--- src/rtl/rlc_fifo.sv ---
`timescale 1ns / 1ps
// ----------------------------------------------------------------------------
// rlc_fifo
// Small register queue with push/full and pop/empty sides.
// ----------------------------------------------------------------------------
module rlc_fifo #(
   parameter int WIDTH = 8,
   parameter int DEPTH = 2
) (
   input  logic             clock,
   input  logic             reset,
   input  logic             push,
   input  logic [WIDTH-1:0] wdata,
   output logic             full,
   input  logic             pop,
   output logic [WIDTH-1:0] rdata,
   output logic             empty
);
   localparam int PTR_BITS = (DEPTH > 1) ? $clog2(DEPTH) : 1;

   logic [WIDTH-1:0]  store_ff [DEPTH];
   logic [PTR_BITS-1:0] wptr_ff, wptr_in, rptr_ff, rptr_in;
   logic [PTR_BITS:0]   count_ff, count_in;
   logic do_push, do_pop;

   assign full    = (count_ff == (PTR_BITS+1)'(DEPTH));
   assign empty   = (count_ff == '0);
   assign do_push = push && !full;
   assign do_pop  = pop && !empty;
   assign rdata   = store_ff[rptr_ff];

   // pointer and fill level
   always_comb begin
      wptr_in  = wptr_ff;
      rptr_in  = rptr_ff;
      count_in = count_ff;
      if (do_push) begin
         wptr_in = (wptr_ff == PTR_BITS'(DEPTH-1)) ? '0 : wptr_ff + 1'b1;
      end
      if (do_pop) begin
         rptr_in = (rptr_ff == PTR_BITS'(DEPTH-1)) ? '0 : rptr_ff + 1'b1;
      end
      if (do_push && !do_pop) begin
         count_in = count_ff + 1'b1;
      end else if (do_pop && !do_push) begin
         count_in = count_ff - 1'b1;
      end
   end

   always_ff @(posedge clock) begin
      if (reset) begin
         wptr_ff  <= '0;
         rptr_ff  <= '0;
         count_ff <= '0;
      end else begin
         wptr_ff  <= wptr_in;
         rptr_ff  <= rptr_in;
         count_ff <= count_in;
      end
   end

   // beat storage
   always_ff @(posedge clock) begin
      if (do_push) begin
         store_ff[wptr_ff] <= wdata;
      end
   end
endmodule

--- config.mk ---
export PLATFORM = sky130hd
export DESIGN_NAME = rlc_fifo
export DESIGN_NICKNAME = d
export VERILOG_FILES = /design/src/rtl/rlc_fifo.sv
export SDC_FILE = /design/constraint.sdc
export NUM_CORES = 1
export LEC_CHECK = 0
export BUFFER_PORTS_ARGS = -buffer_cell sky130_fd_sc_hd__buf_2
export CAP_MARGIN = 20
export CORE_ASPECT_RATIO = 1.2
export CORE_MARGIN = 4
export CORE_UTILIZATION = 25
export CTS_CLUSTER_DIAMETER = 50
export CTS_CLUSTER_SIZE = 25
export DETAILED_ROUTE_END_ITERATION = 8
export GPL_ROUTABILITY_DRIVEN = 0
export PLACE_DENSITY = 0.45
export SLEW_MARGIN = 40
export SYNTH_ARGS = -nofsm -noshare
export SYNTH_HDL_FRONTEND = slang
export SYNTH_SLANG_ARGS = --single-unit
--- constraint.sdc ---
create_clock -name clock -period 2.7 [get_ports clock]
set_input_delay 0.135 -clock clock [delete_from_list [all_inputs] [get_ports clock]]
set_output_delay 0.135 -clock clock [all_outputs]
set_load 0.05 [all_outputs]
Yosys cells after proc, flatten, opt, wreduce, memory -nomap -nowiden
Memory sizes are Yosys's and may differ from the RTL's. A register that Yosys moved wholly into a read port is not among the register bits.
Cells that the tools add are included.
- reduce and logical (&&, ||, !) cells: 10
- eq/ne operators: 1
- add/sub/neg operators: 4
- muxes and demuxes: 8
- operator list (kind ; count):
    2-to-1 mux 1 bit ; 6
    logical AND 1 bit ; 4
    logical NOT 1 bit ; 4
    2-to-1 mux 2 bit ; 2
    adder 1 bit (second input constant) ; 2
    adder 2 x 1 -> 2 bit (second input constant) ; 1
    equality test 2 bit (second input constant) ; 1
    logical NOT 2 bit ; 1
    nonzero test 2 bit ; 1
    subtractor 2 x 1 -> 2 bit (second input constant) ; 1
- memories: 1
- output and inout bits: 10
- input bits: 12
- memory bits (writable): 16
- word-level logic and storage cells: 27
- register bits: 4
- memories (name ; depth ; width ; rd ports ; clocked after memory_dff ; wr ports ; RTL line ; RTL):
    store_ff ; 2 ; 8 ; 1 ; 1 ; 1 ; 21 ; logic [WIDTH-1:0] store_ff [DEPTH];

Logic depth before layout (Yosys ltp)
- word-level depth: 7
- depth in mapped cells: 6
- gate-level depth less buffers: 6

Worst setup path before layout
Ideal clock, no wire load.
- path type: register to register
- start: register count_ff[1]
- end: register count_ff[1]
- arrival: 1773 ps
- data required time: 2630 ps
- setup time: 70 ps
- clock period less this slack: 1843 ps
- cell stages (with the launch flop): 6
- buffers on the path: 0
- path slack: 857 ps
- cells stage by stage: dfxtp_1 > nor2b_2 > nor2_1 > ha_1 > or3_1 > a21oi_1
- longest elaborated chain between the ends: 6
- elaborated cells on any way between the ends: 15
- classes of those cells: add/sub: 2; eq/ne: 1; mux: 2; reduce/logical: 10
- RTL lines (what ; RTL line ; RTL):
    start, declared ; 23 ; logic [PTR_BITS:0] count_ff, count_in;
    start signal, assigned ; 58 ; count_ff <= count_in;
    equality test 2 bit (*) ; 26 ; assign full = (count_ff == (PTR_BITS+1)'(DEPTH));
    via full ; 14 ; output logic full,
    logical NOT 1 bit (*) ; 28 ; assign do_push = push && !full;
    logical AND 1 bit (*) ; 28 ;
    logical NOT 1 bit ; 45 ; end else if (do_pop && !do_push) begin
    logical AND 1 bit ; 45 ;
    nonzero test 2 bit (no source line) ; n/a ;
Mark *: on every way through the listed nets, which the timed path passes. The rest lies on a longest branch. The select of a mux whose other input is x is not followed.
A chain may end at the register's enable or synchronous reset.

==> results_dict.tcl <==
set metrics [dict create \
    synthMuxAreaShare_pct 11.4 \
    min_period_over_period_pct 58.2 \
    p_per_area_mw_per_mm2 1030 \
    slowest_delay_ns 0.56 \
    finClkSkew_ns 0.00192 \
    tns_ns 0 \
    post-route-util_pct 32.2 \
    post_synth_most_frequent_cells "edfxtp_1, mux2_2, dfxtp_1, nor2_1" \
    setup_violations 0 \
    first_global_vias 469 \
    ant_nets 0 \
    cts-buffers-inserted 3 \
    worstPathArrival_ns 1.44 \
    synth_fa_ha_area_share_pct 1.58 \
    min_path_cells 1 \
    r2r_slack_ns 1.16 \
    nets 90 \
    synth_top_area_cell "edfxtp_1" \
    yosys_warnings 0 \
    ys_async_sr_fraction_pct 0 \
    whs_ns 0.0301 \
    crit_chain "mux2_2 -> buf_2" \
    grt_remaining_overflow 0 \
    cp-end-kind "primary output" \
    synth_top_family_by_area "multiplexers" \
    rsz0062_at_grt "no" \
    antenna_cells 0 \
    cellInternalPower_uw 598 \
    yosysMostFrequentCell "edfxtp_1" \
    maxSlewViolCount 0 \
    cts-root-buf "clkbuf_4" \
    antenna_found_initial 0 \
    synth_nets 63 \
    synth_cell_types 13 \
    clock-sinks 21 \
    cp-endpoint "rdata[6]" \
    fin_crit_ns 1.57 \
    io_buffers 21 \
    start_util_pct 26.0 \
    via_count 457 \
    layout-drive-gt1-share_pct 43.4 \
    synthCells 50 \
    synthTopCellsByArea "edfxtp_1, dfxtp_1, mux2_2, xor2_1, nor2_1" \
    design.die.area_sq_mm 0.00414 \
    p_leak_nw 0.386 \
    cts_max_path_buffers 2 \
    synth_edf_count 16 \
    start_kind "flip-flop" \
    clock.fmax_mhz 636 \
    core_sq_mm 0.00306 \
    reg2reg_from "count_ff[0]$_SDFFE_PP0P_" \
    cpLargestDelayFamily "flip-flops" \
    wl_per_cell_microns 11.2 \
    worst-path-buf-inv 1 \
    clk_latency_ns 0.29 \
    combPwrFrac_pct 41.4 \
    p_sw_uw 419 \
    grt_use_total_pct 6.91 \
    synthSimpleGateAreaFrac_pct 5.84 \
    synth_xor_area_share_pct 3.31 \
    worst-path-stages 2 \
    ys_ff_latch 21 \
    drcViolationCount 0 \
    synth-main-ff-cell "edfxtp_1" \
    pin_count 22 \
    path_clk_slew_ns 0.11 \
    placementRows 22 \
    hold_violations 0 \
    switching_share_pct 41.2 \
    netlist.area_leader.share_pct 60.6 \
    synth-seq-area-share_pct 73.2 \
    grt_max_degree 12 \
    cts_tree "done" \
    status "finished clean" \
    die_x_microns 59.4 \
    r2r-end "count_ff[1]$_SDFFE_PP0P_" \
    p_clk_share_pct 14.0 \
    dp_hpwl_microns 914 \
    areaGrowthSynthToFinish_pct 24.1 \
    syn_area_per_cell_sq_um 15.9 \
    cts_resized 0 \
    die_h_microns 69.7 \
    tightest_slew_ns 0.388 \
    criticalPathCategory "reg2out" \
    cap_violations 0 \
    drt_first_pass_iters 2 \
    worst_ep_required_time_ns 2.57 \
    drt-initial-drc-count 8 \
    r2r.worst_path.cells 4 \
    slew_headroom_pct 74.1 \
    synth_area_sq_um 793 \
    cp_slowest_cell "dfxtp_1" \
    grt_pass1_wl_microns 2110 \
    ir_drop_uv 574 \
    seq_power_share_pct 44.6 \
    viasPerCell 4.08 \
    h-tree-depth 1 \
    drt_wl_total_microns 1260 \
    synth_compound_area_share_pct 3.15 \
    crit_path_max_fanout 8 \
    hp-class "in2reg" \
]
## worst min path at each step
stage                                    end  slack (ns)  startpoint
floorplan           count_ff[1]$_SDFFE_PP0P_        0.20       reset
global placement    store_ff[1][1]$_DFFE_PP_        0.32    wdata[1]
detailed placement  store_ff[0][2]$_DFFE_PP_        0.33    wdata[2]
CTS                 store_ff[0][2]$_DFFE_PP_        0.01    wdata[2]
global route        store_ff[1][6]$_DFFE_PP_       0.003    wdata[6]
finish              store_ff[1][4]$_DFFE_PP_        0.03    wdata[4]
## power groups by stage
stage | Combinational, mW | Clock (mW) | Sequential (mW)
floorplan | 0.360 | 0 | 0.440
global placement | 0.427 | 0 | 0.463
detailed placement | 0.424 | 0 | 0.462
CTS | 0.427 | 0.153 | 0.456
global route | 0.449 | 0.171 | 0.464
finish | 0.421 | 0.142 | 0.454
## sequential cells by signal, indices dropped and copies added, names as in the netlist, named ones only
name      count
rptr_ff       1
wptr_ff       1
count_ff      2
store_ff     16
## area by class of cell
class | instances | area [sq um]
clock buffer | 4 | 26.3
fill | 316 | 2070
inverter | 2 | 7.51
multi-input combinational | 26 | 200
sequential | 21 | 581
tap | 36 | 45.0
timing repair buffer | 23 | 125
## cell families after synthesis
family,after synthesis
DFF,21
and+or+nand+nor,9
muxes,8
AOI/OAI and AO/OA,5
xor gates and xnor gates,3
buffers and inverters,3
adders and majority gates,1
## routing by layer
metal	global-route usage, %	vias up	part of all wire (%)
met1	8.23	208	46
met5	0	-	0
li1	-	232	-
met4	3.78	0	1.0
met2	10.6	15	46
met3	2.42	2	7.7
## per-stage QoR
stage	std cells	setup slack (ns)	power [mW]	instance area [sq um]
detailed placement	106	1.17	0.886	938
floorplan	50	0.857	0.800	793
global placement	106	1.18	0.890	938
CTS	110	1.08	1.04	965
finish	112	1.13	1.02	985
global route	112	1.03	1.08	985
## cell usage in the layout, fill, tap and decap left out
master and instances:
buf_2 21, edfxtp_1 16, mux2_2 8, nor2_1 5, dfxtp_1 5, o21ai_0 3, xor2_1 3, clkbuf_4 3
inv_1 2, or3_1 2, a21oi_1 2, dlygate4sd3_1 2, nor2b_2 1, and2_1 1, ha_1 1, clkbuf_1 1
## repair_timing
item | in CTS | in global routing
hold buffers | 0 | 2
endpoints found under the hold margin | 0 | 4
setup endpoints to repair | 0 | 0
buffers inserted | 0 | 0
(Power assumes the default switching activity.)
