===== config.mk =====
export PLATFORM = sky130hd
export DESIGN_NAME = rlc_front
export DESIGN_NICKNAME = d
export VERILOG_FILES = /design/src/rtl/rlc_pkg.sv /design/src/rtl/rlc_fifo.sv /design/src/rtl/rlc_front.sv
export SDC_FILE = /design/constraint.sdc
export NUM_CORES = 1
export LEC_CHECK = 0
export BUFFER_PORTS_ARGS = -buffer_cell sky130_fd_sc_hd__buf_2
export CORE_MARGIN = 2
export CORE_UTILIZATION = 56
export DETAILED_ROUTE_END_ITERATION = 12
export PLACE_DENSITY = 0.84
export SYNTH_ARGS = -nofsm -noshare
export SYNTH_HDL_FRONTEND = slang
export SYNTH_SLANG_ARGS = --single-unit
export TNS_END_PERCENT = 100

===== constraint.sdc =====
create_clock -name clock -period 4.8 [get_ports clock]
set_clock_uncertainty 0.15 [all_clocks]
set_input_delay 0.72 -clock clock [delete_from_list [all_inputs] [get_ports clock]]
set_output_delay 0.72 -clock clock [all_outputs]
set_load 0.02 [all_outputs]

===== src/rtl/rlc_pkg.sv =====
`timescale 1ns / 1ps
// ----------------------------------------------------------------------------
// rlc_pkg
// Shared types and codes of the ROM line cache.
// ----------------------------------------------------------------------------
package rlc_pkg;

   // width of the bank count register
   localparam int BANKS_BITS = 10;

   // opcodes as they arrive on the request side
   typedef enum logic [2:0] {
      OP_READ     = 3'd0,
      OP_PREFETCH = 3'd1,
      OP_PROBE    = 3'd2,
      OP_FILL     = 3'd3,
      OP_FAIL     = 3'd4
   } opcode_type;

   // classified item kinds carried through the queue
   typedef enum logic [2:0] {
      KIND_READ     = 3'd0,
      KIND_PREFETCH = 3'd1,
      KIND_PROBE    = 3'd2,
      KIND_FILL     = 3'd3,
      KIND_FAIL     = 3'd4,
      KIND_BAD      = 3'd5
   } kind_type;

   // result status codes
   typedef enum logic [2:0] {
      ST_DONE    = 3'd0,
      ST_MISS    = 3'd1,
      ST_RANGE   = 3'd2,
      ST_FAIL    = 3'd3,
      ST_TAKEN   = 3'd4,
      ST_IGNORED = 3'd5
   } status_type;

   localparam logic [7:0] BYTE_NONE = 8'hFF;

endpackage


===== src/rtl/rlc_fifo.sv =====
`timescale 1ns / 1ps
// ----------------------------------------------------------------------------
// rlc_fifo
// Small register queue with push/full and pop/empty sides.
// ----------------------------------------------------------------------------
module rlc_fifo #(
   parameter int WIDTH = 8,
   parameter int DEPTH = 2
) (
   input  logic             clock,
   input  logic             reset,
   input  logic             push,
   input  logic [WIDTH-1:0] wdata,
   output logic             full,
   input  logic             pop,
   output logic [WIDTH-1:0] rdata,
   output logic             empty
);
   localparam int PTR_BITS = (DEPTH > 1) ? $clog2(DEPTH) : 1;

   logic [WIDTH-1:0]  store_ff [DEPTH];
   logic [PTR_BITS-1:0] wptr_ff, wptr_in, rptr_ff, rptr_in;
   logic [PTR_BITS:0]   count_ff, count_in;
   logic do_push, do_pop;

   assign full    = (count_ff == (PTR_BITS+1)'(DEPTH));
   assign empty   = (count_ff == '0);
   assign do_push = push && !full;
   assign do_pop  = pop && !empty;
   assign rdata   = store_ff[rptr_ff];

   // pointer and fill level
   always_comb begin
      wptr_in  = wptr_ff;
      rptr_in  = rptr_ff;
      count_in = count_ff;
      if (do_push) begin
         wptr_in = (wptr_ff == PTR_BITS'(DEPTH-1)) ? '0 : wptr_ff + 1'b1;
      end
      if (do_pop) begin
         rptr_in = (rptr_ff == PTR_BITS'(DEPTH-1)) ? '0 : rptr_ff + 1'b1;
      end
      if (do_push && !do_pop) begin
         count_in = count_ff + 1'b1;
      end else if (do_pop && !do_push) begin
         count_in = count_ff - 1'b1;
      end
   end

   always_ff @(posedge clock) begin
      if (reset) begin
         wptr_ff  <= '0;
         rptr_ff  <= '0;
         count_ff <= '0;
      end else begin
         wptr_ff  <= wptr_in;
         rptr_ff  <= rptr_in;
         count_ff <= count_in;
      end
   end

   // beat storage
   always_ff @(posedge clock) begin
      if (do_push) begin
         store_ff[wptr_ff] <= wdata;
      end
   end
endmodule


===== src/rtl/rlc_front.sv =====
`timescale 1ns / 1ps
// ----------------------------------------------------------------------------
// rlc_front
// Holds the ROM size, classifies request beats and queues them for the back.
// ----------------------------------------------------------------------------
module rlc_front #(
   parameter int BANK_BYTES = 16384,
   parameter int ADDR_BITS  = 23,
   parameter int ITEM_BITS  = 35
) (
   input  logic                            clock,
   input  logic                            reset,
   input  logic                            csr_valid,
   output logic                            csr_ready,
   input  logic [rlc_pkg::BANKS_BITS-1:0]  csr_rom_banks,
   input  logic                            req_push,
   output logic                            req_full,
   input  logic [2:0]                      req_opcode,
   input  logic [ADDR_BITS-1:0]            req_addr,
   input  logic [7:0]                      req_fill_byte,
   input  logic                            q_pop,
   output logic [ITEM_BITS-1:0]            q_item,
   output logic                            q_empty
);
   import rlc_pkg::*;

   localparam int LIM_BITS = BANKS_BITS + $clog2(BANK_BYTES) + 1;
   localparam int CMP_BITS = (ADDR_BITS > LIM_BITS) ? ADDR_BITS : LIM_BITS;

   logic [LIM_BITS-1:0] limit_ff, limit_in;
   logic     in_range;
   kind_type kind;

   assign csr_ready = 1'b1;

   // ROM limit in bytes, worked out when the bank count is written
   assign limit_in = LIM_BITS'(csr_rom_banks) * LIM_BITS'(BANK_BYTES);

   always_ff @(posedge clock) begin
      if (reset) begin
         limit_ff <= LIM_BITS'(2 * BANK_BYTES);
      end else if (csr_valid) begin
         limit_ff <= limit_in;
      end
   end

   // classify the beat
   assign in_range = CMP_BITS'(req_addr) < CMP_BITS'(limit_ff);

   always_comb begin
      unique case (req_opcode)
         OP_READ:     kind = KIND_READ;
         OP_PREFETCH: kind = KIND_PREFETCH;
         OP_PROBE:    kind = KIND_PROBE;
         OP_FILL:     kind = KIND_FILL;
         OP_FAIL:     kind = KIND_FAIL;
         default:     kind = KIND_BAD;
      endcase
   end

   rlc_fifo #(
      .WIDTH(ITEM_BITS),
      .DEPTH(2)
   ) u_req_q (
      .clock(clock),
      .reset(reset),
      .push (req_push),
      .wdata({kind, in_range, req_fill_byte, req_addr}),
      .full (req_full),
      .pop  (q_pop),
      .rdata(q_item),
      .empty(q_empty)
   );
endmodule


# Yosys cells after proc, flatten, opt, wreduce, memory -nomap -nowiden
# Memory sizes are Yosys's and may differ from the RTL's. A register that Yosys moved wholly into a read port is not among the register bits.
# Index checks and enable logic that the tools add are counted.
classes:
  add_sub_neg: 4
  magnitude_cmp: 1
  eq_ne: 5
  n_mux: 9
  reduce_logical: 11
ops:
  columns: ["operator", "count"]
  rows:
  - ["$lt A23 B24 Y1", 1]
  - ["$pmux W3 S5", 1]
  - ["$eq A3 B2 Y1 const B", 2]
  - ["$mux W1", 6]
  - ["$logic_and A1 B1 Y1", 4]
  - ["$logic_not A1 Y1", 4]
  - ["$mux W2", 2]
  - ["$eq A3 B1 Y1 const B", 1]
  - ["$eq A3 B3 Y1 const B", 1]
  - ["$logic_not A3 Y1", 1]
  - ["$add A1 B1 Y1 const B", 2]
  - ["$add A2 B1 Y2 const B", 1]
  - ["$eq A2 B2 Y1 const B", 1]
  - ["$logic_not A2 Y1", 1]
  - ["$reduce_bool A2 Y1", 1]
  - ["$sub A2 B1 Y2 const B", 1]
totals:
  regBits: 14
  ramBits: 70
  inputBits: 49
  wordCells: 35
  memories: 1
mem_list:
  columns: ["name", "words", "word_bits", "read_ports", "rd_ports_with_merged_regs", "wr", "line", "rtl"]
  rows:
  - ["u_req_q.store_ff", 2, 35, 1, 1, 1, "rlc_fifo.sv:21", "logic [WIDTH-1:0] store_ff [DEPTH];"]

# Depth between registers and ports, before layout
depth:
  depth_word: 7
  depth_mapped: 7
  ltp_nobuf: 7

# By module
# From an unflattened synthesis, not the netlist that was laid out.
unflattened:
  hier_cells: 200
  hier_area_um2: 3313.2
by_module_without_submodules:
  columns: ["mod", "instances", "cells_each", "area_each_um2", "seq_area_each_um2"]
  rows:
  - ["rlc_fifo", 1, 134, 2733.9, 2202.1]
  - ["rlc_front", 1, 66, 579.3, 200.2]

# Worst setup path after synthesis
# OpenSTA, ideal clock, no wires.
synth_path:
  path_type: "input port to flip-flop"
  from: "input port req_push"
  to: "memory u_req_q.store_ff[0][0] (netlist name) (enable)"
  setup_time_ns: 0.427
  arrival_ns: 2.285
  t_required_ns: 4.223
  path_slack_ns: 1.938
  stages: 2
  n_path_buf: 0
  cell_sequence: "nand2_1 > nor2_1"
synth_between:
  elab_chain_cells: 3
synth_rtl:
  columns: ["item", "line", "rtl"]
  rows:
  - ["from (decl)", "rlc_front.sv:16", "input logic req_push,"]
  - ["$logic_and A1 B1 Y1", "rlc_fifo.sv:28", "assign do_push = push && !full;"]
  - ["$mux W1", "rlc_fifo.sv:64", "if (do_push) begin"]
  - ["$mux W1 (not written as such)", "rlc_fifo.sv:65", "store_ff[wptr_ff] <= wdata;"]
  - ["to (decl)", "rlc_fifo.sv:21", null]
# Every way passes these cells.

==> reports/metrics.yaml <==
die:
  initial_core_util: 0.569
  die_w_um: 80.9
  core.rowCount: 28
  dieArea_um2: 6540
  pin_count: 87
  core_um2: 5820
  die_h_um: 80.9
final_layout:
  insertedDiodeCount: 0
  final_util: 0.688
  final_layout_size_suffix_gt1_frac: 0.464
  syn2layout_area_growth_pct: 20.9
  finalNetCount: 346
  final_cell_area_um2: 4000
  layoutNonFillerInstCount: 368
setup_path:
  timing.rr.start: "u_req_q.count_ff[0]"
  cp_slowest_stage_delay_ns: 0.87
  crit_required_ns: 3.93
  r2r_cells: 3
  cp_max_fo: 35
  timing.critical_path.buf_inv: 1
  end_kind: "primary output"
  crit_arrival_ns: 1.81
  timing.rr.end: "u_req_q.store_ff[0][6]"
  cp_slowest_cell: "dfxtp_2"
  rrSetupSlack_ns: 2.78
  crit_type: "reg2out"
  crit_path_start_kind: "flip-flop"
  crit_family: "flip-flops"
  worstPathCellList: "mux2_2 > buf_2"
pwr:
  ir_drop_mv: 0.394
  leakagePower_nw: 1.61
  totalPowerFinal_mw: 2.05
  p_per_area_nw_per_um2: 512
drt:
  wirelength_um: 5270
  drc: 0
  ant_nets: 0
  wl_per_cell_um: 14.3
  post_drt_via_cell_ratio: 5.02
  vias: 1846
  dr.pass1.iters: 4
  drtIter0Drc: 117
min_path:
  hold_depth: 2
  hold_end: "limit_ff[14]"
  hold_path.class: "reg2reg"
  hold_start: "limit_ff[14]"
synthesis:
  syn-cell-area_um2: 3310
  synth_seq_cells: 85
  syn_avg_cell_area_um2: 16.6
  seq_area_frac_synth: 0.726
  yosys.cell_types.count: 25
  synth_fp_nets: 258
  yosys_warnings: 0
  synthCells: 200
grt:
  grt_max_degree: 36
  gr-total-overflow: 0
  antenna_found_initial: 0
  grt_usage: 0.171
  grt_pass1_wl_um: 8080
  first_global_vias: 1806
sta:
  setup_tns_ns: 0
  worst_slack_ns: 2.12
  period_share: 0.558
  slew_viol_final: 0
  hold_violations: 0
  setup_violations: 0
  hold_slack_ns: 0.345
  tightest_slew_ns: 0.997
  final.min_clock_period_ns: 2.68
  slew-limit-headroom: 0.334
  fmax_ghz: 0.373
  rsz0062_at_grt: "false"
placed_design:
  placed_cells: 352
  dp_hpwl_um: 3530
  gp_congestion: 0.738
  portBuffers: 85
  post-place-ws_ns: 2.47
  dpl_cell_area_um2: 3800
clocking:
  clk_path_buf_depth: 2
  cts_setup_buffers: 0
  cts_sinks: 85
  cts_tree: "built"
  hold_buffers: 0
  cts_made_buffers: 9
  clk_latency_ns: 0.34
  path_clk_slew_ns: 0.08
  root_buffer: "clkbuf_8"
  h-tree-depth: 3
  cts-resized-gates: 0
job:
  drv_cap: 0
outcome:
  outcome: "finished clean"
-- worst reg2reg max path: stages (launching register included) --
cell	delay [ns]
dfxtp_1	0.40
nand2b_1	0.16
nand2_1	0.13
nor2_4	0.77
-- flip-flops by register name (all words and copies together), names as in the netlist, named ones only --
register	cells
limit_ff	10
u_req_q.wptr_ff	1
u_req_q.rptr_ff	1
u_req_q.count_ff	2
u_req_q.store_ff	70
-- worst max path at each step --
stage               startpoint                      to  slack [ns]  depth (start not counted)
floorplan             req_push  u_req_q.store_ff[0][0]        1.94                          2
global placement     flip-flop              q_item[31]        2.45                          2
detailed placement   flip-flop              q_item[31]        2.47                          2
CTS                  flip-flop              q_item[20]        2.07                          2
global route         flip-flop               q_item[3]        2.01                          2
finish               flip-flop               q_item[9]        2.12                          2
-- power breakdown --
group | switching (mW) | internal [mW]
Combinational | 0.304 | 0.225
Clock | 0.232 | 0.288
Sequential | 0.0712 | 0.928
Total | 0.607 | 1.44
-- logic make-up (layout without fill, tap and decap cells) --
| family | count (synthesis) | after routing | share of synthesized area |
|---|---|---|---|
| flip-flops | 85 | 85 | 0.726 |
| multiplexers | 44 | 44 | 0.146 |
| AND/OR/NAND/NOR | 26 | 26 | 0.0363 |
| buffers and inverters | 19 | 112 | 0.0253 |
| AO/OA/AOI/OAI | 12 | 12 | 0.0208 |
| adder cells (fa/ha/maj) | 9 | 9 | 0.0340 |
| XOR/XNOR | 4 | 4 | 0.0106 |
| other | 1 | 1 | 0.00113 |
-- layer usage --
layer  track usage  up-vias  part of all wire
li1              -      910                 -
met1         0.201      867              0.40
met2         0.283       56              0.52
met3        0.0433       13             0.054
met4         0.102        0             0.022
met5             0        -                 0
-- area by class of cell --
class                   count  area, um^2
inverters                  11        41.3
repair buffers             85         425
well taps                  75        93.8
clock buffers              10         128
clock inverters             6        77.6
fillers                   444        1810
flip-flops and latches     85        2400
multi-input cells          96         833
-- cell usage after synthesis (all sizes together) --
cell	count	area share
a21o	1	0.0023
a21oi	7	0.011
and3	1	0.0019
and4b	1	0.0030
buf	6	0.011
clkbuf	2	0.0023
conb	1	0.0011
dfxtp	15	0.091
edfxtp	70	0.63
ha	9	0.034
inv	11	0.012
mux2	35	0.12
mux2i	9	0.027
nand2	3	0.0034
nand2b	2	0.0038
nand3	1	0.0015
nand4	1	0.0019
nor2	15	0.017
nor2b	1	0.0019
o211ai	1	0.0023
o21ai	2	0.0030
o221ai	1	0.0026
or3	1	0.0019
xor2	4	0.011
-- placed cells by master, fill, tap and decap left out, types with 2 or more instances in the layout --
master / count
a21oi_1: 7
buf_2: 85
bufinv_16: 2
clkbuf_8: 9
clkinv_1: 2
clkinv_2: 2
dfxtp_1: 14
edfxtp_1: 70
ha_1: 9
inv_1: 11
mux2_2: 35
mux2i_1: 9
nand2_1: 3
nand2b_1: 2
nor2_1: 14
o21ai_0: 2
xor2_1: 4
No activity file was read; power rests on OpenSTA's default activity.
